`src/rti_pkg.sv`:
```
// ----------------------------------------------------------------------------
// rti_pkg
// Shared constants, types and arithmetic helpers for the RGB to I420
// pixel converter.
// ----------------------------------------------------------------------------
`default_nettype none

package rti_pkg;

   // largest frame dimension the counters support
   localparam int MAX_DIM = 4096;

   localparam int PIX_W         = 8;
   localparam int DIM_W         = 13;
   localparam int DIM_CMP_W     = 14;
   localparam int CNT_W         = $clog2(MAX_DIM);
   localparam int LUMA_ADDR_W   = 24;
   localparam int CHROMA_ADDR_W = 22;

   // weighted sums stay below 2^18 (max 256000)
   localparam int SUM_W = 18;

   // floor(x / 1000) = (x * 67109) >> 26, exact for x < 2^18
   localparam int RECIP_W     = 17;
   localparam int RECIP_SHIFT = 26;
   localparam int PROD_W      = SUM_W + RECIP_W;
   localparam int QUOT_W      = 9;
   localparam logic [RECIP_W-1:0] RECIP_MULT = 17'd67109;

   localparam logic [SUM_W-1:0] Y_KR        = 18'd299;
   localparam logic [SUM_W-1:0] Y_KG        = 18'd587;
   localparam logic [SUM_W-1:0] Y_KB        = 18'd114;
   localparam logic [SUM_W-1:0] CB_KR       = 18'd169;
   localparam logic [SUM_W-1:0] CB_KG       = 18'd331;
   localparam logic [SUM_W-1:0] CB_KB       = 18'd500;
   localparam logic [SUM_W-1:0] CR_KR       = 18'd500;
   localparam logic [SUM_W-1:0] CR_KG       = 18'd419;
   localparam logic [SUM_W-1:0] CR_KB       = 18'd81;
   localparam logic [SUM_W-1:0] ROUND_BIAS  = 18'd500;
   localparam logic [SUM_W-1:0] CHROMA_BIAS = 18'd128500;

   localparam logic [QUOT_W-1:0] LUMA_MIN   = 9'd16;
   localparam logic [QUOT_W-1:0] LUMA_MAX   = 9'd235;
   localparam logic [QUOT_W-1:0] CHROMA_MIN = 9'd16;
   localparam logic [QUOT_W-1:0] CHROMA_MAX = 9'd240;

   localparam logic [DIM_W-1:0]     FRAME_WIDTH_RESET  = 13'd640;
   localparam logic [DIM_W-1:0]     FRAME_HEIGHT_RESET = 13'd480;
   localparam logic [DIM_CMP_W-1:0] DIM_LOW            = 14'd2;
   localparam logic [DIM_CMP_W-1:0] DIM_HIGH           = DIM_CMP_W'(MAX_DIM);

   typedef enum logic [0:0] {
      CSR_FRAME_WIDTH  = 1'b0,
      CSR_FRAME_HEIGHT = 1'b1
   } csr_index_type;

   // first pipeline stage: weighted sums plus the per-pixel control fields
   typedef struct packed {
      logic [SUM_W-1:0]         luma_sum;
      logic [SUM_W-1:0]         cb_sum;
      logic [SUM_W-1:0]         cr_sum;
      logic                     chroma_valid;
      logic [LUMA_ADDR_W-1:0]   luma_addr;
      logic [CHROMA_ADDR_W-1:0] chroma_addr;
      logic                     frame_end;
   } sums_type;

   // last index of a dimension after limiting it to DIM_LOW..DIM_HIGH
   function automatic logic [CNT_W-1:0] last_index(input logic [DIM_W-1:0] dim);
      logic [DIM_CMP_W-1:0] d;
      logic [DIM_CMP_W-1:0] e;
      d = DIM_CMP_W'(dim);
      if (d < DIM_LOW) begin
         e = DIM_LOW;
      end else if (d > DIM_HIGH) begin
         e = DIM_HIGH;
      end else begin
         e = d;
      end
      last_index = CNT_W'(e - DIM_CMP_W'(1));
   endfunction

   function automatic logic [QUOT_W-1:0] div1000(input logic [SUM_W-1:0] sum);
      logic [PROD_W-1:0] prod;
      prod    = PROD_W'(sum) * PROD_W'(RECIP_MULT);
      div1000 = prod[RECIP_SHIFT +: QUOT_W];
   endfunction

   function automatic logic [PIX_W-1:0] clamp_pix(input logic [QUOT_W-1:0] q,
                                                  input logic [QUOT_W-1:0] lo,
                                                  input logic [QUOT_W-1:0] hi);
      logic [QUOT_W-1:0] c;
      if (q < lo) begin
         c = lo;
      end else if (q > hi) begin
         c = hi;
      end else begin
         c = q;
      end
      clamp_pix = c[PIX_W-1:0];
   endfunction

endpackage

`default_nettype wire

```
`src/rgb_to_i420_converter.sv`:
```
// A pixel is registered in stage 1 and then in stage 2, whose registers drive rsp_*.
// Throughput: one pixel per cycle while rsp_ready is high; the two registered stages
// (weighted sums, then the reciprocal multiply and clamp) each hold one pixel.
// Reset: synchronous, active high; clears the valids, the column and row counters and the
// plane indices, and sets frame_width to 640 and frame_height to 480.
// ----------------------------------------------------------------------------
// rgb_to_i420_converter
// Converts a raster RGB pixel stream to BT.601 luma and top-left decimated
// chroma samples with plane addresses and an end-of-frame flag.
// ----------------------------------------------------------------------------
`default_nettype none

module rgb_to_i420_converter (
   input  wire logic                                  clock,
   input  wire logic                                  reset,
   // configuration
   input  wire logic                                  csr_wr_en,
   input  wire logic [0:0]                            csr_index,
   input  wire logic [rti_pkg::DIM_W-1:0]             csr_wdata,
   // pixel input
   input  wire logic                                  req_valid,
   output      logic                                  req_ready,
   input  wire logic [rti_pkg::PIX_W-1:0]             req_red,
   input  wire logic [rti_pkg::PIX_W-1:0]             req_green,
   input  wire logic [rti_pkg::PIX_W-1:0]             req_blue,
   // sample output
   output      logic                                  rsp_valid,
   input  wire logic                                  rsp_ready,
   output      logic [rti_pkg::PIX_W-1:0]             rsp_luma,
   output      logic [rti_pkg::PIX_W-1:0]             rsp_chroma_blue,
   output      logic [rti_pkg::PIX_W-1:0]             rsp_chroma_red,
   output      logic                                  rsp_chroma_valid,
   output      logic [rti_pkg::LUMA_ADDR_W-1:0]       rsp_luma_addr,
   output      logic [rti_pkg::CHROMA_ADDR_W-1:0]     rsp_chroma_addr,
   output      logic                                  rsp_frame_end
);

   logic [rti_pkg::DIM_W-1:0]         frame_width_ff;
   logic [rti_pkg::DIM_W-1:0]         frame_height_ff;
   logic [rti_pkg::CNT_W-1:0]         col_ff,  col_in;
   logic [rti_pkg::CNT_W-1:0]         row_ff,  row_in;
   logic [rti_pkg::LUMA_ADDR_W-1:0]   luma_idx_ff,   luma_idx_in;
   logic [rti_pkg::CHROMA_ADDR_W-1:0] chroma_idx_ff, chroma_idx_in;

   logic                  s1_valid_ff;
   rti_pkg::sums_type     s1_ff, s1_in;

   logic                                 out_valid_ff;
   logic [rti_pkg::PIX_W-1:0]            luma_ff, luma_in;
   logic [rti_pkg::PIX_W-1:0]            cb_ff,   cb_in;
   logic [rti_pkg::PIX_W-1:0]            cr_ff,   cr_in;
   logic                                 cvalid_ff;
   logic [rti_pkg::LUMA_ADDR_W-1:0]      luma_addr_ff;
   logic [rti_pkg::CHROMA_ADDR_W-1:0]    chroma_addr_ff;
   logic                                 frame_end_ff;

   logic                      s2_load;
   logic                      accept;
   logic [rti_pkg::CNT_W-1:0] last_col_idx;
   logic [rti_pkg::CNT_W-1:0] last_row_idx;
   logic                      last_col;
   logic                      last_row;
   logic                      cvalid;
   logic                      fend;
   logic [rti_pkg::SUM_W-1:0] r_ext, g_ext, b_ext;

   // handshake: each stage loads when it is empty or its contents move on
   assign s2_load   = s1_valid_ff && (!out_valid_ff || rsp_ready);
   assign req_ready = !s1_valid_ff || s2_load;
   assign accept    = req_valid && req_ready;

   // configuration registers
   always_ff @(posedge clock) begin
      if (reset) begin
         frame_width_ff  <= rti_pkg::FRAME_WIDTH_RESET;
         frame_height_ff <= rti_pkg::FRAME_HEIGHT_RESET;
      end else if (csr_wr_en) begin
         case (rti_pkg::csr_index_type'(csr_index))
            rti_pkg::CSR_FRAME_WIDTH:  frame_width_ff  <= csr_wdata;
            rti_pkg::CSR_FRAME_HEIGHT: frame_height_ff <= csr_wdata;
            default: ;
         endcase
      end
   end

   // raster position and plane indices
   always_comb begin
      last_col_idx = rti_pkg::last_index(frame_width_ff);
      last_row_idx = rti_pkg::last_index(frame_height_ff);
      last_col     = col_ff >= last_col_idx;
      last_row     = row_ff >= last_row_idx;
      fend         = last_col && last_row;
      cvalid       = !col_ff[0] && !row_ff[0];

      if (fend) begin
         col_in        = '0;
         row_in        = '0;
         luma_idx_in   = '0;
         chroma_idx_in = '0;
      end else begin
         luma_idx_in   = luma_idx_ff + rti_pkg::LUMA_ADDR_W'(1);
         chroma_idx_in = cvalid ? chroma_idx_ff + rti_pkg::CHROMA_ADDR_W'(1)
                                : chroma_idx_ff;
         if (last_col) begin
            col_in = '0;
            row_in = row_ff + rti_pkg::CNT_W'(1);
         end else begin
            col_in = col_ff + rti_pkg::CNT_W'(1);
            row_in = row_ff;
         end
      end
   end

   always_ff @(posedge clock) begin
      if (reset) begin
         col_ff        <= '0;
         row_ff        <= '0;
         luma_idx_ff   <= '0;
         chroma_idx_ff <= '0;
      end else if (accept) begin
         col_ff        <= col_in;
         row_ff        <= row_in;
         luma_idx_ff   <= luma_idx_in;
         chroma_idx_ff <= chroma_idx_in;
      end
   end

   // stage 1: weighted sums with rounding and chroma offset folded in;
   // all sums are nonnegative, so modulo 2^SUM_W arithmetic is exact
   always_comb begin
      r_ext = rti_pkg::SUM_W'(req_red);
      g_ext = rti_pkg::SUM_W'(req_green);
      b_ext = rti_pkg::SUM_W'(req_blue);

      s1_in.luma_sum = rti_pkg::Y_KR * r_ext + rti_pkg::Y_KG * g_ext
                     + rti_pkg::Y_KB * b_ext + rti_pkg::ROUND_BIAS;
      s1_in.cb_sum   = rti_pkg::CB_KB * b_ext + rti_pkg::CHROMA_BIAS
                     - rti_pkg::CB_KR * r_ext - rti_pkg::CB_KG * g_ext;
      s1_in.cr_sum   = rti_pkg::CR_KR * r_ext + rti_pkg::CHROMA_BIAS
                     - rti_pkg::CR_KG * g_ext - rti_pkg::CR_KB * b_ext;
      s1_in.chroma_valid = cvalid;
      s1_in.luma_addr    = luma_idx_ff;
      s1_in.chroma_addr  = cvalid ? chroma_idx_ff : '0;
      s1_in.frame_end    = fend;
   end

   always_ff @(posedge clock) begin
      if (reset) begin
         s1_valid_ff <= 1'b0;
      end else if (req_ready) begin
         s1_valid_ff <= req_valid;
      end
   end

   always_ff @(posedge clock) begin
      if (accept) begin
         s1_ff <= s1_in;
      end
   end

   // stage 2: divide by 1000 through the reciprocal, then clamp
   always_comb begin
      luma_in = rti_pkg::clamp_pix(rti_pkg::div1000(s1_ff.luma_sum),
                                   rti_pkg::LUMA_MIN, rti_pkg::LUMA_MAX);
      cb_in   = '0;
      cr_in   = '0;
      if (s1_ff.chroma_valid) begin
         cb_in = rti_pkg::clamp_pix(rti_pkg::div1000(s1_ff.cb_sum),
                                    rti_pkg::CHROMA_MIN, rti_pkg::CHROMA_MAX);
         cr_in = rti_pkg::clamp_pix(rti_pkg::div1000(s1_ff.cr_sum),
                                    rti_pkg::CHROMA_MIN, rti_pkg::CHROMA_MAX);
      end
   end

   always_ff @(posedge clock) begin
      if (reset) begin
         out_valid_ff <= 1'b0;
      end else if (!out_valid_ff || rsp_ready) begin
         out_valid_ff <= s1_valid_ff;
      end
   end

   always_ff @(posedge clock) begin
      if (s2_load) begin
         luma_ff        <= luma_in;
         cb_ff          <= cb_in;
         cr_ff          <= cr_in;
         cvalid_ff      <= s1_ff.chroma_valid;
         luma_addr_ff   <= s1_ff.luma_addr;
         chroma_addr_ff <= s1_ff.chroma_addr;
         frame_end_ff   <= s1_ff.frame_end;
      end
   end

   assign rsp_valid        = out_valid_ff;
   assign rsp_luma         = luma_ff;
   assign rsp_chroma_blue  = cb_ff;
   assign rsp_chroma_red   = cr_ff;
   assign rsp_chroma_valid = cvalid_ff;
   assign rsp_luma_addr    = luma_addr_ff;
   assign rsp_chroma_addr  = chroma_addr_ff;
   assign rsp_frame_end    = frame_end_ff;

endmodule

`default_nettype wire
```
`config.mk`:
```
export PLATFORM = sky130hd
export DESIGN_NAME = rgb_to_i420_converter
export DESIGN_NICKNAME = d
export VERILOG_FILES = /design/src/rti_pkg.sv /design/src/rgb_to_i420_converter.sv
export SDC_FILE = /design/constraint.sdc
export NUM_CORES = 2
export LEC_CHECK = 0
export ABC_CLOCK_PERIOD_IN_PS = 7100
export BUFFER_PORTS_ARGS = -buffer_cell sky130_fd_sc_hd__buf_4
export CAP_MARGIN = 30
export CORE_AREA = 5 5 251 376
export CTS_CLUSTER_DIAMETER = 60
export DETAILED_ROUTE_END_ITERATION = 8
export DIE_AREA = 0 0 256 381
export PLACE_DENSITY_LB_ADDON = 0.15
export SLEW_MARGIN = 10
export SYNTH_ARGS = -nofsm -noshare
export SYNTH_HDL_FRONTEND = slang
export SYNTH_SLANG_ARGS = --single-unit
```
`constraint.sdc`:
```
create_clock -name clock -period 7.1 [get_ports clock]
set_input_delay 0 -clock clock [delete_from_list [all_inputs] [get_ports clock]]
set_output_delay 0 -clock clock [all_outputs]
set_load 0.01 [all_outputs]
```
# After elaboration in Yosys (flattened, before gate mapping)
# Cells that the tools add are included.
[totals]
ff_bits = 272
input_bits = 43
out_inout_bits = 74
[op_classes]
addsub = 15
n_mul = 12
n_lt_le_gt_ge = 12
mux = 16
n_bitwise = 2
n_reduce_logical = 21
[ops]
columns = ["op", "n"]
rows = [
  ["multiplier 18 x 17 -> 35 bit, second input constant", 3],
  ["two-way mux 12 bit", 8],
  ["multiplier 9 x 8 -> 17 bit, first input constant", 3],
  ["multiplier 7 x 8 -> 15 bit, first input constant", 3],
  ["two-way mux 22 bit", 2],
  ["adder 17 x 17 -> 18 bit, second input constant", 2],
  ["subtractor 18 x 17 -> 18 bit", 2],
  ["greater-than comparator 9 x 8 -> 1 bit, second input constant", 3],
  ["less-than comparator 9 x 5 -> 1 bit, second input constant", 3],
  ["greater-than comparator 13 bit, second input constant", 2],
  ["less-than comparator 13 x 2 -> 1 bit, second input constant", 2],
  ["adder 12 x 1 -> 12 bit, second input constant", 2],
  ["adder 24 x 1 -> 24 bit, second input constant", 1],
  [">= comparator 12 bit", 2],
  ["two-way mux 24 bit", 1],
  ["two-way mux 8 bit", 3],
  ["subtractor 12 x 1 -> 12 bit, second input constant", 2],
  ["adder 22 x 1 -> 22 bit, second input constant", 1],
  ["adder 17 x 18 -> 18 bit", 1],
  ["adder 18 x 15 -> 18 bit", 1],
  ["adder 18 x 9 -> 18 bit, second input constant", 1],
  ["multiplier 10 x 8 -> 18 bit, first input constant", 1],
  ["subtractor 18 x 15 -> 18 bit", 1],
  ["subtractor 18 x 16 -> 18 bit", 1],
  ["11 further kinds", 27],
]

# Logic depth before layout (Yosys ltp)
[depth]
depth_word = 8
depth_mapped = 28
mapped_depth_nobuf = 28

# Worst setup path before layout
# OpenSTA, ideal clock, no wires.
[synth_timing]
kind = "input to register"
from = "input port req_blue[0] (netlist bit)"
to = "register s1_ff[82] (netlist bit), data pin"
arrival_ps = 6264
setup_slack_ps = 579
stages = 25
n_path_buf = 0
cell_sequence = "fa_1 xor2_1 ha_1 fa_1 inv_1 fa_1 inv_1 ha_1 o21ai_0 a21boi_0 o21ai_0 a21boi_0 o21a_1 or2_2 xnor2_1 fa_1 fa_1 fa_1 inv_1 ha_1 or3_1 a211o_1 a31o_2 a21oi_1 xnor2_1"
[synth_lines]
columns = ["item", "line", "text"]
rows = [
  ["from (decl)", "rgb_to_i420_converter.sv:25", "input wire logic [rti_pkg::PIX_W-1:0] req_blue,"],
  ["to (signal assigned)", "rgb_to_i420_converter.sv:157", "s1_ff <= s1_in;"],
  ["to (decl)", "rgb_to_i420_converter.sv:46", "rti_pkg::sums_type s1_ff, s1_in;"],
]

==> impl_metrics.env <==
export IMPL_status="finished clean"
export IMPL_synth_avg_cell_area_um2=10.0
export IMPL_synth_simple_area_share_pct=7.94
export IMPL_hold_slack_ps=117
export IMPL_die_area_um2=97500
export IMPL_rr_worst_depth=20
export IMPL_max_freq_mhz=156
export IMPL_fin_crit_ps=6420
export IMPL_fill_cells=9096
export IMPL_hold_viol_final=0
export IMPL_critPathArrivalTime_ps=6770
export IMPL_cap_violations=0
export IMPL_grt_overflow=0
export IMPL_synthMuxAreaShare_pct=0.326
export IMPL_insertion_delay_ps=590
export IMPL_root_buffer="clkbuf_16"
export IMPL_clock_skew_ps=26.2
export IMPL_fp_dieH_um=381
export IMPL_drt_iter0_markers=670
export IMPL_gp_congestion=0.850
export IMPL_grt_pass1_wl_um=130000
export IMPL_htreeDepth=1
export IMPL_slew_headroom_pct=38.8
export IMPL_area_growth_pct=10.6
export IMPL_synth_edf_count=173
export IMPL_ios=117
export IMPL_grt_max_degree=69
export IMPL_worst_pin_slew_ps=919
export IMPL_hp_class="input port to flop"
export IMPL_endpoint="s1_ff[82]"
export IMPL_synth_fa_ha_area_share_pct=49.4
export IMPL_cts_repair_resized=0
export IMPL_rows=136
export IMPL_clkSinkCount=271
export IMPL_crit_type="input port to flop"
export IMPL_routed_via_density=4.84
export IMPL_numCtsBuffers=27
export IMPL_finalSetupViolCount=0
export IMPL_start_kind="input port"
export IMPL_drcViolationCount=0
export IMPL_rsz0062_at_grt="false"
export IMPL_maxSlewViolCount=0
export IMPL_ys_seq_area_share_pct=20.9
export IMPL_coreArea_um2=90900
export IMPL_drt_wl_total_um=80400
export IMPL_synth_cells=3408
export IMPL_yosysWarnings=0
export IMPL_synth_compound_area_share_pct=7.98
export IMPL_r2r_end="rsp_chroma_blue[2]"
export IMPL_detail_route_antenna_nets=0
export IMPL_synth_xor_xnor_area_share_pct=3.59
export IMPL_dr_total_vias=23000
export IMPL_syn_area_um2=34200
export IMPL_io_buffer_count=116
export IMPL_cts_tree="done"
export IMPL_dr_pass1_iters=5
export IMPL_async_flop_share_pct=0
export IMPL_layout_commonest_cell="inv_1"
export IMPL_die_x_um=256
export IMPL_endpoint_kind="flop"
export IMPL_start_util_pct=37.6
export IMPL_setup_tns_ps=0
export IMPL_diodes=0
export IMPL_synth_top_family_by_area="adder cells"
export IMPL_dpl_hpwl_um=68200
export IMPL_cp_startpoint="req_blue[0]"
export IMPL_layout_drive_gt1_share_pct=5.96
export IMPL_ys_types=75
export IMPL_antenna_found_initial=0
export IMPL_synth_flop_cell="edfxtp_1"
export IMPL_syn_num_nets=4582
export IMPL_track_usage_pct=16.6
export IMPL_crit_fanout=4
export IMPL_finalCritPeriodShare_pct=90.4
export IMPL_critPathRequiredTime_ps=7450
export IMPL_path_clk_slew_ps=60
export IMPL_grt_pass1_vias=24400
export IMPL_clk_path_buf_depth=3
export IMPL_reg2reg_slack_ps=750
export IMPL_post_drt_wl_per_cell_um=16.9
export IMPL_num_nets_final=4746
export IMPL_mostFrequentLayoutCells="inv_1, ha_1, fa_1"
export IMPL_r2r_start="s1_ff[73]"
export IMPL_synth_seq_cells=271
sequential cells by signal (all words and copies together), names as in the netlist:
| signal | cells |
|---|---|
| rsp_luma_addr | 24 |
| rsp_chroma_valid | 1 |
| rsp_frame_end | 1 |
| frame_width_ff | 13 |
| s1_valid_ff | 1 |
| rsp_valid | 1 |
| luma_idx_ff | 24 |
| rsp_chroma_addr | 22 |
| row_ff | 12 |
| rsp_chroma_red | 8 |
| s1_ff | 101 |
| rsp_luma | 8 |
| rsp_chroma_blue | 8 |
| col_ff | 12 |
| chroma_idx_ff | 22 |
| frame_height_ff | 13 |
timing repair:
item / CTS / global route
endpoints found under the setup margin: 0 / 0
hold buffers: 34 / 0
hold endpoints to repair: 37 / 0
setup buffers: 0 / 0
per-stage QoR:
stage | utilization (%) | instances | instance area (um^2) | worst slack (ps)
floorplan | - | 3408 | 34200 | 579
global placement | 40.2 | 4680 | 36500 | 59.4
detailed placement | 40.2 | 4682 | 36600 | 69.0
CTS | 41.6 | 4766 | 37800 | 727
global route | 41.6 | 4766 | 37800 | 132
finish | 41.6 | 4766 | 37800 | 679
cell families after synthesis:
group / count (synthesis)
fa+ha+maj: 1131
buf+inv: 892
simple gates: 548
compound gates: 417
flops: 271
xor+xnor: 140
mux: 9
worst max-delay path, cell delays in order:
cell	delay, ps
buf_4	120
fa_1	580
xor2_1	210
ha_1	280
fa_1	510
inv_1	50
fa_1	490
inv_1	40
ha_1	330
o21ai_0	110
a21boi_0	110
o21ai_0	250
a21boi_0	180
o21a_1	210
or2_2	280
xnor2_1	210
fa_1	470
fa_1	470
fa_1	540
inv_1	40
ha_1	230
or3_1	310
a211o_1	260
a31o_2	240
a21oi_1	170
xnor2_1	80
layer usage:
| metal | wire [um] | track usage, % | share of wire, % |
|---|---|---|---|
| met3 | 1710 | 1.52 | 2.1 |
| met2 | 43600 | 32.4 | 54 |
| met1 | 31900 | 18.6 | 40 |
| met4 | 3150 | 5.66 | 3.9 |
| met5 | 0 | 0 | 0 |
worst min-delay path by stage:
| stage | startpoint | to | slack, ps | cells past startpoint |
|---|---|---|---|---|
| 4_1_cts | req_blue[0] | s1_ff[48] | 70 | 4 |
| 2_1_floorplan | reset | frame_height_ff[5] | 110 | 1 |
| 5_1_grt | req_blue[0] | s1_ff[48] | 120 | 4 |
| 3_3_place_gp | csr_wdata[7] | frame_width_ff[7] | 230 | 3 |
| 6_report | req_blue[0] | s1_ff[48] | 120 | 4 |
| 3_5_place_dp | csr_wdata[7] | frame_width_ff[7] | 230 | 3 |
synthesized netlist by cell type, drive strengths merged, types with 5 or more instances:
cell / instances / area (um^2)
and2: 35 / 219
nor2b: 14 / 87.6
ha: 768 / 9610
a31o: 5 / 43.8
nor3: 31 / 155
a211oi: 17 / 128
xor2: 62 / 543
o21a: 19 / 143
and3: 25 / 156
buf: 9 / 46.3
o211ai: 14 / 115
o21ai: 64 / 320
o311ai: 7 / 61.3
clkbuf: 28 / 105
inv: 855 / 3210
or3: 26 / 163
o31a: 6 / 52.6
xnor2: 78 / 683
a31oi: 14 / 87.6
or4: 10 / 78.8
nand3b: 9 / 67.6
and4: 7 / 61.3
o31ai: 12 / 90.1
a2111oi: 5 / 43.8
dfxtp: 98 / 1960
nor2: 125 / 469
or2: 11 / 68.8
a21o: 44 / 330
a21oi: 137 / 686
nor4: 5 / 31.3
fa: 363 / 7270
nand2: 152 / 571
nand2b: 13 / 88.8
nand4: 27 / 181
edfxtp: 173 / 5190
a21boi: 12 / 90.1
nand3: 51 / 255
o21bai: 21 / 158
layout make-up:
class                           instances  area (um^2)  area share [%]
Timing Repair Buffer                  172         1390            3.67
Sequential cell                       271         7160            18.9
Inverter                              855         3210            8.50
Clock inverter                         20          218           0.576
Tap cell                             1173         1470            3.88
Multi-Input combinational cell       2245        23700            62.6
Clock buffer                           30          687            1.82
Power is not shown: default switching activity piles up to over one toggle a cycle in this logic, so the estimate is an artifact.
